## src/sv/stds_pkg.sv

```systemverilog
// ----------------------------------------------------------------------------
// stds_pkg
// Types, codes and constants shared by the screen table download sequencer.
// ----------------------------------------------------------------------------
package stds_pkg;

    localparam int MAX_TABLES = 16;

    typedef enum logic [3:0] {
        ACT_START     = 4'd0,
        ACT_CANCEL    = 4'd1,
        ACT_INIT_OK   = 4'd2,
        ACT_INIT_ERR  = 4'd3,
        ACT_ENTRY_OK  = 4'd4,
        ACT_ENTRY_ERR = 4'd5,
        ACT_UNIT_MISS = 4'd6,
        ACT_NODE_MISS = 4'd7,
        ACT_TIMEOUT   = 4'd8,
        ACT_DONE_OK   = 4'd9,
        ACT_DONE_ERR  = 4'd10,
        ACT_LOAD      = 4'd11
    } act_t;

    typedef enum logic [3:0] {
        K_STOP     = 4'd0,
        K_START    = 4'd1,
        K_INIT     = 4'd2,
        K_ENTRY    = 4'd3,
        K_DONE     = 4'd4,
        K_NSTART   = 4'd5,
        K_NINITOK  = 4'd6,
        K_NINITERR = 4'd7,
        K_NWRITE   = 4'd8,
        K_NENTOK   = 4'd9,
        K_NENTERR  = 4'd10,
        K_ERRNODE  = 4'd11,
        K_ERRUNIT  = 4'd12,
        K_FINOK    = 4'd13,
        K_FINERR   = 4'd14,
        K_FINCAN   = 4'd15
    } kind_t;

    typedef enum logic [4:0] {
        ST_IDLE,
        ST_WINIT,
        ST_WENTRY,
        ST_WDONE,
        ST_STOPC,
        ST_FINCAN,
        ST_STOPF,
        ST_FINERR,
        ST_STOPI,
        ST_NOTE,
        ST_NINITOK,
        ST_NWRITE,
        ST_ENTRY,
        ST_STARTE,
        ST_TEND,
        ST_DONE,
        ST_STARTD,
        ST_TNEXT,
        ST_TCHK,
        ST_STOPE,
        ST_NENTOK,
        ST_STOPD,
        ST_SCAN,
        ST_NSTART,
        ST_INIT,
        ST_STARTI
    } state_t;

    localparam logic [3:0] ADDR_TABLE_COUNT = 4'd0;
    localparam logic [3:0] ADDR_NEW_NODE    = 4'd4;
    localparam logic [3:0] ADDR_RETRY       = 4'd8;

    typedef struct packed {
        logic  emit;
        kind_t kind;
        logic  flush;
        logic  clr_pos;
        logic  inc_pos;
        logic  clr_ent;
        logic  inc_ent;
        logic  ld_ret;
        logic  dec_ret;
        logic  clr_ret;
        logic  load_wr;
    } dp_cmd_t;

    typedef struct packed {
        logic emit_ok;
        logic pend_valid;
        logic pos_lt_len;
        logic present;
        logic ent_lt_tot;
        logic ent_nx_lt_tot;
        logic ret_gt1;
        logic new_node;
    } dp_sts_t;

endpackage

```

## src/sv/stds_ctrl.sv

```systemverilog
// ----------------------------------------------------------------------------
// stds_ctrl
// Sequencer state machine: decodes events and steps through the command words.
// ----------------------------------------------------------------------------
module stds_ctrl (
    input  logic               clk,
    input  logic               rst_n,
    input  logic               in_valid,
    input  logic [3:0]         in_action,
    output logic               in_ready,
    input  stds_pkg::dp_sts_t  sts,
    output stds_pkg::dp_cmd_t  cmd
);

    stds_pkg::state_t state_reg, state_next;
    logic [3:0]       act_reg;
    logic             acc;
    logic             waiting;

    assign waiting  = (state_reg == stds_pkg::ST_IDLE) || (state_reg == stds_pkg::ST_WINIT) ||
                      (state_reg == stds_pkg::ST_WENTRY) || (state_reg == stds_pkg::ST_WDONE);
    assign in_ready = waiting && !sts.pend_valid;
    assign acc      = in_valid && in_ready;

    always_ff @(posedge clk or negedge rst_n)
    begin
        if (!rst_n)
        begin
            state_reg <= stds_pkg::ST_IDLE;
            act_reg   <= 4'd0;
        end
        else
        begin
            state_reg <= state_next;
            if (acc)
            begin
                act_reg <= in_action;
            end
        end
    end

    always_comb
    begin
        state_next = state_reg;
        if (waiting)
        begin
            if (acc && in_action < stds_pkg::ACT_LOAD)
            begin
                if (in_action == stds_pkg::ACT_CANCEL)
                begin
                    state_next = stds_pkg::ST_STOPC;
                end
                else
                begin
                    case (state_reg)
                        stds_pkg::ST_IDLE:
                        begin
                            state_next = (in_action == stds_pkg::ACT_START) ?
                                         stds_pkg::ST_SCAN : stds_pkg::ST_STOPF;
                        end
                        stds_pkg::ST_WINIT:  state_next = stds_pkg::ST_STOPI;
                        stds_pkg::ST_WENTRY: state_next = stds_pkg::ST_STOPE;
                        default:
                        begin
                            if (in_action != stds_pkg::ACT_START)
                            begin
                                state_next = stds_pkg::ST_STOPD;
                            end
                        end
                    endcase
                end
            end
        end
        else if (sts.emit_ok)
        begin
            case (state_reg)
                stds_pkg::ST_STOPC:  state_next = stds_pkg::ST_FINCAN;
                stds_pkg::ST_FINCAN: state_next = stds_pkg::ST_IDLE;
                stds_pkg::ST_STOPF:  state_next = stds_pkg::ST_FINERR;
                stds_pkg::ST_FINERR: state_next = stds_pkg::ST_IDLE;
                stds_pkg::ST_STOPI:
                begin
                    if (act_reg == stds_pkg::ACT_INIT_OK)
                        state_next = stds_pkg::ST_NINITOK;
                    else if (act_reg == stds_pkg::ACT_INIT_ERR)
                        state_next = stds_pkg::ST_NOTE;
                    else
                        state_next = stds_pkg::ST_FINERR;
                end
                stds_pkg::ST_NOTE:   state_next = stds_pkg::ST_FINERR;
                stds_pkg::ST_NINITOK:
                    state_next = sts.ent_lt_tot ? stds_pkg::ST_NWRITE : stds_pkg::ST_TEND;
                stds_pkg::ST_NWRITE: state_next = stds_pkg::ST_ENTRY;
                stds_pkg::ST_ENTRY:  state_next = stds_pkg::ST_STARTE;
                stds_pkg::ST_STARTE: state_next = stds_pkg::ST_WENTRY;
                stds_pkg::ST_TEND:
                    state_next = sts.new_node ? stds_pkg::ST_DONE : stds_pkg::ST_TNEXT;
                stds_pkg::ST_DONE:   state_next = stds_pkg::ST_STARTD;
                stds_pkg::ST_STARTD: state_next = stds_pkg::ST_WDONE;
                stds_pkg::ST_TNEXT:  state_next = stds_pkg::ST_TCHK;
                stds_pkg::ST_TCHK:
                begin
                    if (sts.pos_lt_len && sts.present)
                        state_next = stds_pkg::ST_NSTART;
                    else
                        state_next = stds_pkg::ST_IDLE;
                end
                stds_pkg::ST_STOPE:
                begin
                    case (act_reg)
                        stds_pkg::ACT_ENTRY_OK:  state_next = stds_pkg::ST_NENTOK;
                        stds_pkg::ACT_TIMEOUT:
                            state_next = sts.ret_gt1 ? stds_pkg::ST_STARTE : stds_pkg::ST_FINERR;
                        stds_pkg::ACT_ENTRY_ERR,
                        stds_pkg::ACT_UNIT_MISS,
                        stds_pkg::ACT_NODE_MISS: state_next = stds_pkg::ST_NOTE;
                        default:                 state_next = stds_pkg::ST_FINERR;
                    endcase
                end
                stds_pkg::ST_NENTOK:
                    state_next = sts.ent_nx_lt_tot ? stds_pkg::ST_NWRITE : stds_pkg::ST_TEND;
                stds_pkg::ST_STOPD:
                begin
                    if (act_reg == stds_pkg::ACT_DONE_OK || act_reg == stds_pkg::ACT_TIMEOUT)
                        state_next = stds_pkg::ST_TNEXT;
                    else
                        state_next = stds_pkg::ST_FINERR;
                end
                stds_pkg::ST_SCAN:
                begin
                    if (!sts.pos_lt_len)
                        state_next = stds_pkg::ST_IDLE;
                    else if (sts.present)
                        state_next = stds_pkg::ST_NSTART;
                end
                stds_pkg::ST_NSTART: state_next = stds_pkg::ST_INIT;
                stds_pkg::ST_INIT:   state_next = stds_pkg::ST_STARTI;
                stds_pkg::ST_STARTI: state_next = stds_pkg::ST_WINIT;
                default:             state_next = stds_pkg::ST_IDLE;
            endcase
        end
    end

    always_comb
    begin
        cmd         = '0;
        cmd.kind    = stds_pkg::K_STOP;
        cmd.flush   = waiting && sts.pend_valid;
        cmd.load_wr = acc && (in_action == stds_pkg::ACT_LOAD);
        cmd.clr_pos = acc && (state_reg == stds_pkg::ST_IDLE) &&
                      (in_action == stds_pkg::ACT_START);
        if (!waiting && sts.emit_ok)
        begin
            case (state_reg)
                stds_pkg::ST_STOPC, stds_pkg::ST_STOPF, stds_pkg::ST_STOPI,
                stds_pkg::ST_STOPE, stds_pkg::ST_STOPD:
                begin
                    cmd.emit = 1'b1;
                    cmd.kind = stds_pkg::K_STOP;
                    if (state_reg == stds_pkg::ST_STOPE && act_reg == stds_pkg::ACT_TIMEOUT)
                    begin
                        cmd.dec_ret = sts.ret_gt1;
                        cmd.clr_ret = !sts.ret_gt1;
                    end
                end
                stds_pkg::ST_FINCAN:
                begin
                    cmd.emit = 1'b1;
                    cmd.kind = stds_pkg::K_FINCAN;
                end
                stds_pkg::ST_FINERR:
                begin
                    cmd.emit = 1'b1;
                    cmd.kind = stds_pkg::K_FINERR;
                end
                stds_pkg::ST_NOTE:
                begin
                    cmd.emit = 1'b1;
                    case (act_reg)
                        stds_pkg::ACT_INIT_ERR:  cmd.kind = stds_pkg::K_NINITERR;
                        stds_pkg::ACT_ENTRY_ERR: cmd.kind = stds_pkg::K_NENTERR;
                        stds_pkg::ACT_UNIT_MISS: cmd.kind = stds_pkg::K_ERRNODE;
                        default:                 cmd.kind = stds_pkg::K_ERRUNIT;
                    endcase
                end
                stds_pkg::ST_NINITOK:
                begin
                    cmd.emit = 1'b1;
                    cmd.kind = stds_pkg::K_NINITOK;
                end
                stds_pkg::ST_NWRITE:
                begin
                    cmd.emit = 1'b1;
                    cmd.kind = stds_pkg::K_NWRITE;
                end
                stds_pkg::ST_ENTRY:
                begin
                    cmd.emit   = 1'b1;
                    cmd.kind   = stds_pkg::K_ENTRY;
                    cmd.ld_ret = 1'b1;
                end
                stds_pkg::ST_STARTE, stds_pkg::ST_STARTD, stds_pkg::ST_STARTI:
                begin
                    cmd.emit = 1'b1;
                    cmd.kind = stds_pkg::K_START;
                end
                stds_pkg::ST_DONE:
                begin
                    cmd.emit = 1'b1;
                    cmd.kind = stds_pkg::K_DONE;
                end
                stds_pkg::ST_TNEXT:
                begin
                    cmd.inc_pos = 1'b1;
                end
                stds_pkg::ST_TCHK:
                begin
                    if (sts.pos_lt_len && sts.present)
                    begin
                        cmd.clr_ent = 1'b1;
                        cmd.clr_ret = 1'b1;
                    end
                    else
                    begin
                        cmd.emit = 1'b1;
                        cmd.kind = sts.pos_lt_len ? stds_pkg::K_FINERR : stds_pkg::K_FINOK;
                    end
                end
                stds_pkg::ST_NENTOK:
                begin
                    cmd.emit    = 1'b1;
                    cmd.kind    = stds_pkg::K_NENTOK;
                    cmd.inc_ent = 1'b1;
                end
                stds_pkg::ST_SCAN:
                begin
                    if (sts.pos_lt_len)
                    begin
                        if (sts.present)
                        begin
                            cmd.clr_ent = 1'b1;
                            cmd.clr_ret = 1'b1;
                        end
                        else
                        begin
                            cmd.emit    = 1'b1;
                            cmd.kind    = stds_pkg::K_FINERR;
                            cmd.inc_pos = 1'b1;
                        end
                    end
                end
                stds_pkg::ST_NSTART:
                begin
                    cmd.emit = 1'b1;
                    cmd.kind = stds_pkg::K_NSTART;
                end
                stds_pkg::ST_INIT:
                begin
                    cmd.emit = 1'b1;
                    cmd.kind = stds_pkg::K_INIT;
                end
                default:
                begin
                    cmd.emit = 1'b0;
                end
            endcase
        end
    end

endmodule

```

## src/sv/stds_dp.sv

```systemverilog
// ----------------------------------------------------------------------------
// stds_dp
// Datapath: positions, retry count, table store, configuration and output words.
// ----------------------------------------------------------------------------
module stds_dp (
    input  logic               clk,
    input  logic               rst_n,
    input  stds_pkg::dp_cmd_t  cmd,
    output stds_pkg::dp_sts_t  sts,
    input  logic [3:0]         load_index,
    input  logic               load_present,
    input  logic [7:0]         load_entries,
    input  logic               psel,
    input  logic               penable,
    input  logic               pwrite,
    input  logic [3:0]         paddr,
    input  logic [31:0]        pwdata,
    output logic [31:0]        prdata,
    output logic               m_tvalid,
    input  logic               m_tready,
    output logic [23:0]        m_tdata,
    output logic [3:0]         m_tuser,
    output logic               m_tlast
);

    logic [4:0]  table_count_reg;
    logic        new_node_reg;
    logic [7:0]  retry_reload_reg;
    logic [4:0]  pos_reg;
    logic [7:0]  ent_reg;
    logic [7:0]  ret_reg;
    logic [8:0]  info_mem [stds_pkg::MAX_TABLES];
    logic        pend_valid_reg;
    logic [23:0] pend_reg;
    logic        out_valid_reg;
    logic [23:0] out_reg;
    logic        out_last_reg;
    logic [4:0]  list_len;
    logic [8:0]  cur_info;
    logic [7:0]  cur_total;
    logic        out_free;
    logic        do_emit;
    logic        do_flush;
    logic [8:0]  ent_plus;

    assign list_len  = (table_count_reg > 5'(stds_pkg::MAX_TABLES)) ?
                       5'(stds_pkg::MAX_TABLES) : table_count_reg;
    assign cur_info  = pos_reg[4] ? 9'd0 : info_mem[pos_reg[3:0]];
    assign cur_total = cur_info[7:0];
    assign ent_plus  = {1'b0, ent_reg} + 9'd1;
    assign out_free  = !out_valid_reg || m_tready;
    assign do_emit   = cmd.emit;
    assign do_flush  = cmd.flush && out_free;

    always_comb
    begin
        sts.emit_ok       = !pend_valid_reg || out_free;
        sts.pend_valid    = pend_valid_reg;
        sts.pos_lt_len    = pos_reg < list_len;
        sts.present       = cur_info[8];
        sts.ent_lt_tot    = ent_reg < cur_total;
        sts.ent_nx_lt_tot = ent_plus < {1'b0, cur_total};
        sts.ret_gt1       = ret_reg > 8'd1;
        sts.new_node      = new_node_reg;
    end

    always_ff @(posedge clk)
    begin
        if (cmd.load_wr)
        begin
            info_mem[load_index] <= {load_present, load_entries};
        end
    end

    always_ff @(posedge clk or negedge rst_n)
    begin
        if (!rst_n)
        begin
            table_count_reg  <= 5'd0;
            new_node_reg     <= 1'b0;
            retry_reload_reg <= 8'd3;
            pos_reg          <= 5'd0;
            ent_reg          <= 8'd0;
            ret_reg          <= 8'd0;
            pend_valid_reg   <= 1'b0;
            out_valid_reg    <= 1'b0;
            out_last_reg     <= 1'b0;
        end
        else
        begin
            if (psel && penable && pwrite)
            begin
                case (paddr)
                    stds_pkg::ADDR_TABLE_COUNT: table_count_reg  <= pwdata[4:0];
                    stds_pkg::ADDR_NEW_NODE:    new_node_reg     <= pwdata[0];
                    stds_pkg::ADDR_RETRY:       retry_reload_reg <= pwdata[7:0];
                    default:                    table_count_reg  <= table_count_reg;
                endcase
            end
            if (cmd.clr_pos)
                pos_reg <= 5'd0;
            else if (cmd.inc_pos)
                pos_reg <= pos_reg + 5'd1;
            if (cmd.clr_ent)
                ent_reg <= 8'd0;
            else if (cmd.inc_ent)
                ent_reg <= ent_plus[7:0];
            if (cmd.clr_ret)
                ret_reg <= 8'd0;
            else if (cmd.ld_ret)
                ret_reg <= retry_reload_reg;
            else if (cmd.dec_ret)
                ret_reg <= ret_reg - 8'd1;

            if (do_emit)
            begin
                pend_valid_reg <= 1'b1;
            end
            else if (do_flush)
            begin
                pend_valid_reg <= 1'b0;
            end
            if ((do_emit && pend_valid_reg) || do_flush)
            begin
                out_valid_reg <= 1'b1;
                out_last_reg  <= do_flush;
            end
            else if (m_tready)
            begin
                out_valid_reg <= 1'b0;
            end
        end
    end

    always_ff @(posedge clk)
    begin
        if (do_emit)
        begin
            pend_reg <= {cur_total, ent_reg, pos_reg[3:0], cmd.kind};
        end
        if ((do_emit && pend_valid_reg) || do_flush)
        begin
            out_reg <= pend_reg;
        end
    end

    always_comb
    begin
        case (paddr)
            stds_pkg::ADDR_TABLE_COUNT: prdata = {27'd0, table_count_reg};
            stds_pkg::ADDR_NEW_NODE:    prdata = {31'd0, new_node_reg};
            stds_pkg::ADDR_RETRY:       prdata = {24'd0, retry_reload_reg};
            default:                    prdata = 32'd0;
        endcase
    end

    assign m_tvalid = out_valid_reg;
    assign m_tdata  = {4'd0, out_reg[23:4]};
    assign m_tuser  = out_reg[3:0];
    assign m_tlast  = out_last_reg;

endmodule

```

## src/sv/screen_table_download_sequencer_core.sv

```systemverilog
// ----------------------------------------------------------------------------
// screen_table_download_sequencer_core
// Sequences screen table downloads to a display node as a command word stream.
// ----------------------------------------------------------------------------
// Output: each command word passes a pending register and then the output
// register; a stall on m_tready holds the sequence until the output is free.
// Input: an event holds s_tready low until all of its result words are issued
// and the last word is flushed from the pending stage; no new event is taken sooner.
// Reset: rst_n clears control, position and configuration registers at once;
// the table store holds no reset value and must be loaded before use.
module screen_table_download_sequencer_core (
    input  logic        clk,
    input  logic        rst_n,
    input  logic        s_tvalid,
    output logic        s_tready,
    input  logic [15:0] s_tdata,   // load_index[3:0], load_present[4],
                                   // load_entries[12:5], zero[15:13]
    input  logic [3:0]  s_tuser,   // action[3:0]
    output logic        m_tvalid,
    input  logic        m_tready,
    output logic [23:0] m_tdata,   // table_index[3:0], entry_index[11:4],
                                   // entry_total[19:12], zero[23:20]
    output logic [3:0]  m_tuser,   // kind[3:0]
    output logic        m_tlast,
    input  logic        psel,
    input  logic        penable,
    input  logic        pwrite,
    input  logic [3:0]  paddr,
    input  logic [31:0] pwdata,
    output logic [31:0] prdata,
    output logic        pready
);

    stds_pkg::dp_cmd_t cmd;
    stds_pkg::dp_sts_t sts;

    assign pready = 1'b1;

    stds_ctrl u_ctrl (
        .clk       (clk),
        .rst_n     (rst_n),
        .in_valid  (s_tvalid),
        .in_action (s_tuser),
        .in_ready  (s_tready),
        .sts       (sts),
        .cmd       (cmd)
    );

    stds_dp u_dp (
        .clk          (clk),
        .rst_n        (rst_n),
        .cmd          (cmd),
        .sts          (sts),
        .load_index   (s_tdata[3:0]),
        .load_present (s_tdata[4]),
        .load_entries (s_tdata[12:5]),
        .psel         (psel),
        .penable      (penable),
        .pwrite       (pwrite),
        .paddr        (paddr),
        .pwdata       (pwdata),
        .prdata       (prdata),
        .m_tvalid     (m_tvalid),
        .m_tready     (m_tready),
        .m_tdata      (m_tdata),
        .m_tuser      (m_tuser),
        .m_tlast      (m_tlast)
    );

endmodule
```

## config.mk

```make
export PLATFORM = sky130hd
export DESIGN_NAME = screen_table_download_sequencer_core
export DESIGN_NICKNAME = d
export VERILOG_FILES = /design/src/sv/stds_pkg.sv /design/src/sv/stds_ctrl.sv /design/src/sv/stds_dp.sv /design/src/sv/screen_table_download_sequencer_core.sv
export SDC_FILE = /design/constraint.sdc
export NUM_CORES = 1
export LEC_CHECK = 0
export BUFFER_PORTS_ARGS = -buffer_cell sky130_fd_sc_hd__clkbuf_2
export CAP_MARGIN = 30
export CORE_AREA = 3 3 113 169
export DETAILED_ROUTE_END_ITERATION = 6
export DIE_AREA = 0 0 116 172
export MAX_ROUTING_LAYER = met4
export PLACE_DENSITY = 0.83
export SYNTH_ARGS = -nofsm -noshare
export SYNTH_HDL_FRONTEND = slang
export SYNTH_SLANG_ARGS = --single-unit
```

## constraint.sdc

```tcl
create_clock -name clk -period 5.5 [get_ports clk]
set_clock_uncertainty 0.1 [all_clocks]
set_input_delay 0.275 -clock clk [delete_from_list [all_inputs] [get_ports clk]]
set_output_delay 0.275 -clock clk [all_outputs]
set_load 0.01 [all_outputs]
```

==> impl_metrics.ini, run 1 <==
[sta]
worst-slew-pin-transition_ns = 1.03
sum_neg_setup_slack_ns = 0
final_slew_violations = 0
layout_min_cycle_time_ns = 3.97
grt_setup_unrepaired = false
max_freq_mhz = 252
finalSetupViolCount = 0
final-hold-violation-count = 0
final_critical_path_setup_slack_ns = 1.53
max_slew_margin_pct = 30.7
period_share_pct = 72.1

[clock_tree]
cts_tree = done
cts_max_level = 1
cts.reportedPaths.clkPinSlew_ns = 0.07
clk-insertion-delay-late_ns = 0.51
cts_buffers = 22
clock_path_buffers = 3
cts.sink_count = 239
cts_root_buffer = sky130_fd_sc_hd__clkbuf_16

[yosys]
postSynthRegisterBits = 239
synthesis.instances = 821
syn_avg_cell_area_um2 = 13.5
top_post_synthesis_cells_by_count = sky130_fd_sc_hd__edfxtp_1, sky130_fd_sc_hd__nor2_1, sky130_fd_sc_hd__nand2_1, sky130_fd_sc_hd__dfrtp_1
netlist.top_cell.by_area = sky130_fd_sc_hd__edfxtp_1
synth-main-ff-cell = sky130_fd_sc_hd__edfxtp_1
fraction_of_synthesized_cell_area_taken_by_the_top_area_cell_type_pct = 51.9
synth_edf_count = 192
combined_area_of_all_synthesized_cells_um2 = 11100
count_of_yosys_warnings_during_synthesis = 0
ys_types = 63
synth_most_common_cell = sky130_fd_sc_hd__edfxtp_1
ys_seq_area_share_pct = 62.5
post_synth_main_area_contributors = sky130_fd_sc_hd__edfxtp_1, sky130_fd_sc_hd__dfrtp_1, sky130_fd_sc_hd__mux4_2, sky130_fd_sc_hd__ha_1, sky130_fd_sc_hd__mux2i_1
async_reset_ff_share_pct = 19.7

[floorplanning]
die_x_um = 116
floorplan.die_area_um2 = 20000
initial_core_util_pct = 62.2
ioPinCount = 127
fp.dieH_um = 172
core_region_area_um2 = 17900
rows = 60

[worst_setup_path]
reg2reg_to = u_dp.out_reg[19]
criticalPathCategory = flip-flop to flip-flop
timing.critical_path.from_type = flip-flop
cp_cell_sequence = ha_1, o21ai_0, o21ai_0, a21oi_1, and3_1, o31a_1, buf_4, o21a_1
critical-path-max-stage-delay_ns = 0.92
timing.critical_path.mode_cell = sky130_fd_sc_hd__o21ai_0
critical_path.startpoint = u_dp.pos_reg[1]
reg2reg_setup_slack_ns = 1.53
timing.critical_path.arrival_ns = 4.00
crit_path_top_delay_cell = sky130_fd_sc_hd__dfrtp_2
endpoint = u_dp.out_reg[19]
r2r_cells = 8
path_max_fanout = 31
worstPathRequired_ns = 5.53
critical_path.endpoint_type = flip-flop
worstReg2RegStart = u_dp.pos_reg[1]

[routing]
drtAntennaViolNets = 0
via_per_inst = 6.27
wl_per_cell_um = 22.8
detail_route.wirelength_um = 26100
vias = 7182
drt_pass1_iterations = 5
detail_route.iter0.violations = 580
post-route-drc-count = 0

[placement]
place.detailed.hpwl_um = 17400
port_buffers = 70
dpl_worst_slack_ns = 1.46
gp_routability_congestion = 1.05

[power_and_ir_drop]
switch_pwr_uw = 2130
maximum_resistive_drop_on_vdd_v = 0.000399
power.switching_fraction_pct = 34.2
power.leakage_uw = 0.00460
power.combinational.fraction_pct = 31.6
power-per-cell-area_nw_per_um2 = 497
sequential_cell_fraction_of_total_power_pct = 43.8
pwr-share-clk_pct = 24.7
power.internal_uw = 4100

[finish]
area_growth_pct = 12.8
largest_register_ff_count = 144
post_route_cells_drive_above_1_share_pct = 20.4
final_net_count = 997
num_antenna_cells = 0

[flow_run]
cap_viol_max_count = 0

[global_route]
grt_use_total_pct = 27.3
grt_start_max_net_pins = 48
grt_antenna_before_repair = 0
first_global_vias = 7201
grt_remaining_overflow = 0
grt_first_pass_wirelength_um = 39800

[worst_hold_path]
hp-class = primary input to flip-flop

[status]
result_of_the_run = complete, no violations
==> cells in the final DEF (no fill, tap or decap), types with 4 or more instances in the layout <==
cell / instances
sky130_fd_sc_hd__or3_1: 6
sky130_fd_sc_hd__conb_1: 29
sky130_fd_sc_hd__clkbuf_2: 70
sky130_fd_sc_hd__nand4_1: 6
sky130_fd_sc_hd__buf_4: 16
sky130_fd_sc_hd__a31oi_1: 11
sky130_fd_sc_hd__buf_6: 4
sky130_fd_sc_hd__nand3_1: 18
sky130_fd_sc_hd__nor2b_1: 13
sky130_fd_sc_hd__clkbuf_16: 22
sky130_fd_sc_hd__o21a_1: 5
sky130_fd_sc_hd__a311oi_1: 4
sky130_fd_sc_hd__ha_1: 22
sky130_fd_sc_hd__clkinv_1: 6
sky130_fd_sc_hd__mux2i_1: 24
sky130_fd_sc_hd__o21ai_0: 34
sky130_fd_sc_hd__nor2_1: 64
sky130_fd_sc_hd__a21oi_1: 34
sky130_fd_sc_hd__xnor2_1: 13
sky130_fd_sc_hd__o22ai_1: 4
sky130_fd_sc_hd__nor4_1: 4
sky130_fd_sc_hd__inv_1: 19
sky130_fd_sc_hd__nand2_1: 50
sky130_fd_sc_hd__and3_1: 10
sky130_fd_sc_hd__dlygate4sd3_1: 13
sky130_fd_sc_hd__mux2_2: 19
sky130_fd_sc_hd__edfxtp_1: 192
sky130_fd_sc_hd__a211o_1: 8
sky130_fd_sc_hd__mux4_2: 30
sky130_fd_sc_hd__nand2b_1: 17
sky130_fd_sc_hd__clkinv_2: 4
sky130_fd_sc_hd__a211oi_1: 20
sky130_fd_sc_hd__nor3_1: 19
sky130_fd_sc_hd__xor2_1: 5
sky130_fd_sc_hd__dfrtp_1: 43
sky130_fd_sc_hd__nand3b_1: 5
==> area by class of cell <==
cell class	count	area, um2
well taps	217	272
repair buffers	105	678
multi-input cells	524	3840
clock buffers	24	558
flip-flops and latches	239	6950
fillers	1171	5330
clock inverters	16	165
inverters	20	75.1
==> cell families after synthesis <==
group / share of synthesized area, %
compound gates: 8.91
xor+xnor: 1.42
fa+ha+maj: 2.48
buf+inv: 3.99
flops: 62.5
mux: 10.2
other cells: 0.0676
simple gates: 10.5
==> how the worst min path moves through the flow <==
stage,startpoint,end,cells after the start
finish,m_tready,u_dp.m_tvalid,3
global route,m_tready,u_dp.m_tvalid,3
detailed placement,u_dp.pend_reg[16],u_dp.out_reg[16],0
CTS,m_tready,u_dp.m_tvalid,3
floorplan,rst_n,u_ctrl.act_reg[0],0
global placement,u_dp.pend_reg[8],u_dp.out_reg[8],0
==> through the flow <==
stage	power (uW)	instances	cell area (um2)	util (%)	hold WS, ns
6_report	6230	1145	12500	70.1	0.0436
5_1_grt	6570	1145	12500	70.1	0.0384
4_1_cts	6210	1143	12500	70.0	0.0117
3_5_place_dp	4660	1090	11600	65.2	0.305
3_3_place_gp	4590	1083	11600	64.8	0.301
2_1_floorplan	4060	848	11200	-	-0.121
==> metal layers <==
| layer | up-vias | part of all wire, % | global-route usage, % |
|---|---|---|---|
| met5 | - | 0 | - |
| met4 | 0 | 5.7 | 13.1 |
| met3 | 94 | 6.3 | 4.38 |
| met2 | 361 | 54 | 48.2 |
| met1 | 3475 | 34 | 29.7 |
| li1 | 3252 | - | - |
==> critical path: cells and delay by family (launching register included) <==
family / cells / cell delay [ns]
buf+inv: 1 / 0.31
fa+ha+maj: 1 / 0.36
compound gates: 5 / 1.61
simple gates: 1 / 0.26
flops: 1 / 0.92
==> power groups by stage <==
stage	registers (uW)	logic, uW	clock network [uW]
4_1_cts	2740	1900	1560
5_1_grt	2770	2170	1630
6_report	2720	1960	1540
3_3_place_gp	2760	1830	0
2_1_floorplan	2600	1460	0
3_5_place_dp	2780	1880	0
==> repair_timing <==
action                    in CTS  in global routing
hold buffers                  13                  0
gates resized for setup        0                  0
hold endpoints to repair      63                  0
buffers inserted               0                  0
Note: power is estimated with default switching activity, not from simulation.
==> run 2: changes to the inputs <==
CORE_AREA = 3 3 123 184   (was 3 3 113 169)
DIE_AREA = 0 0 126 187   (was 0 0 116 172)
PLACE_DENSITY = 0.74   (was 0.83)
clock period = 3.4 ns   (was 5.5 ns; I/O delays follow)
==> run 2 against run 1 <==
Compared with the run above:
- via count grew 1.2%
- cell count grew 9.0%
- final area grew 4.4%
- sequential share of layout area shrank 2.3 points
- first-iteration DRC count shrank 12%
==> impl_metrics.ini, run 2 (same netlist as run 1, synthesis figures left out) <==
[sta]
finalSetupViolCount = 0
final-hold-violation-count = 0
max_slew_margin_pct = 44.4
period_share_pct = 98.2
final_slew_violations = 0
final_critical_path_setup_slack_ns = 0.0625
worst-slew-pin-transition_ns = 0.831
fin_hold_ws_ns = 0.0294
max_freq_mhz = 300
layout_min_cycle_time_ns = 3.34

[clock_tree]
cts.sink_count = 239
cts_tree = done
cts.reportedPaths.clkPinSlew_ns = 0.07
cts_root_buffer = sky130_fd_sc_hd__clkbuf_16
cts_max_level = 1
clock_path_buffers = 3
clk-insertion-delay-late_ns = 0.51
cts_buffers = 22

[finish]
fill_cells = 1607
mostFrequentLayoutCells = sky130_fd_sc_hd__edfxtp_1, sky130_fd_sc_hd__clkbuf_2, sky130_fd_sc_hd__nor2_1
num_antenna_cells = 0
largest_register_ff_count = 144
layout.core_utilization_pct = 61.9
final_net_count = 1050
area_growth_pct = 17.7
count_of_placed_standard_cells_in_the_final_layout_fillers_left_out = 1248
post_route_cells_drive_above_1_share_pct = 25.2
layout.cells.most_common = sky130_fd_sc_hd__edfxtp_1

[routing]
detail_route.iter0.violations = 509
via_per_inst = 5.82
wl_per_cell_um = 20.4
vias = 7269
drtAntennaViolNets = 0
post-route-drc-count = 0
drt_pass1_iterations = 7
detail_route.wirelength_um = 25500

[global_route]
grt_start_max_net_pins = 39
grt_use_total_pct = 22.0
first_global_vias = 7210
grt_remaining_overflow = 0
grt_first_pass_wirelength_um = 39600
grt_antenna_before_repair = 0

[flow_run]
cap_viol_max_count = 0

[worst_setup_path]
critical_path.endpoint_type = flip-flop
critical_path.startpoint = u_dp.pos_reg[0]
reg2reg_setup_slack_ns = 0.06
timing.critical_path.arrival_ns = 3.64
path_max_fanout = 5
timing.critical_path.from_type = flip-flop
criticalPathCategory = flip-flop to flip-flop
worstReg2RegStart = u_dp.pos_reg[0]
critical-path-max-stage-delay_ns = 0.49
worstPathRequired_ns = 3.70
reg2reg_to = u_ctrl.state_reg[0]
r2r_cells = 14
endpoint = u_ctrl.state_reg[0]
cp_cell_sequence = buf_6, mux4_2, nor2b_1, a211oi_2, buf_4, a211o_1, ha_4, nand2_1, o211ai_1, a311oi_2, a22o_1, a31oi_2, nor2_1, o32a_1
crit_path_top_delay_cell = sky130_fd_sc_hd__mux4_2

[floorplanning]
rows = 65
ioPinCount = 127
floorplan.die_area_um2 = 23600
initial_core_util_pct = 52.5
core_region_area_um2 = 21100
fp.dieH_um = 187
die_x_um = 126

[power_and_ir_drop]
design_power_total_uw = 10400
maximum_resistive_drop_on_vdd_v = 0.000497
power-per-cell-area_nw_per_um2 = 799
power.leakage_uw = 0.00488

[placement]
dpl_worst_slack_ns = -0.00972
gp_routability_congestion = 0.964
port_buffers = 70
place.detailed.hpwl_um = 18200
dp.cells = 1186

[worst_hold_path]
hp-class = primary input to flip-flop
timing.hold.worst_path_depth = 1

[status]
result_of_the_run = complete, no violations
## run 2: changes by cell type in the layout (fill, tap and decap cells not counted), sizes merged
cell | before | now
bufinv | 3 | 2
inv | 19 | 21
clkinv | 11 | 7
buf | 22 | 69
dlygate4sd3 | 13 | 19
clkbuf | 94 | 96
## run 2: how the worst min path moves through the flow
stage	start	endpoint	slack (ns)
6_report	s_tdata[11]	u_dp.info_mem[7][6]	0.03
5_1_grt	s_tdata[5]	u_dp.info_mem[12][0]	0.03
3_5_place_dp	rst_n	u_dp.retry_reload_reg[6]	-0.05
4_1_cts	s_tdata[11]	u_dp.info_mem[7][6]	0.003
3_3_place_gp	rst_n	u_dp.retry_reload_reg[6]	-0.05
2_1_floorplan	rst_n	u_ctrl.act_reg[0]	-0.23
## run 2: cell type report
cell class,instances,area [um2],share of cell area [%]
Inverter,20,75.1,0.574
Sequential cell,239,6950,53.1
Tap cell,268,335,2.56
Multi-Input combinational cell,524,3890,29.8
Clock inverter,13,138,1.05
Clock buffer,26,586,4.48
Timing Repair Buffer,158,1110,8.47
## run 2: per-layer routing
layer  GRT usage [%]  up-vias  share of wire (%)
met5               -        -                  0
met4            9.58        0                4.8
li1                -     3374                  -
met3            2.20       70                4.7
met1            25.1     3559                 38
met2            39.2      266                 53
## run 2: stage by stage
step	area, um2	TNS, ns
2_1_floorplan	11200	0
3_3_place_gp	12100	0
3_5_place_dp	12100	-0.00972
4_1_cts	13000	-0.00840
5_1_grt	13100	-0.0375
6_report	13100	0
## run 2: power breakdown
part	total, uW	switching (uW)	internal [uW]
clock	2440	1050	1400
combinational	3780	2140	1650
sequential	4220	370	3850
total	10400	3550	6890
## run 2: what timing repair did
item / CTS / global route
endpoints found under the hold margin: 129 / 0
buffers inserted: 0 / 5
pin swaps: 0 / 6
endpoints found under the setup margin: 2 / 2
hold buffers: 19 / 0
resized for setup: 2 / 11
## run 2: critical path, delay by kind of cell (launching register included)
| family | cells | cell delay, ns |
|---|---|---|
| adder cells (fa/ha/maj) | 1 | 0.16 |
| buffers and inverters | 2 | 0.32 |
| AND/OR/NAND/NOR | 3 | 0.27 |
| AO/OA/AOI/OAI | 7 | 1.42 |
| multiplexers | 1 | 0.49 |
| flip-flops | 1 | 0.47 |
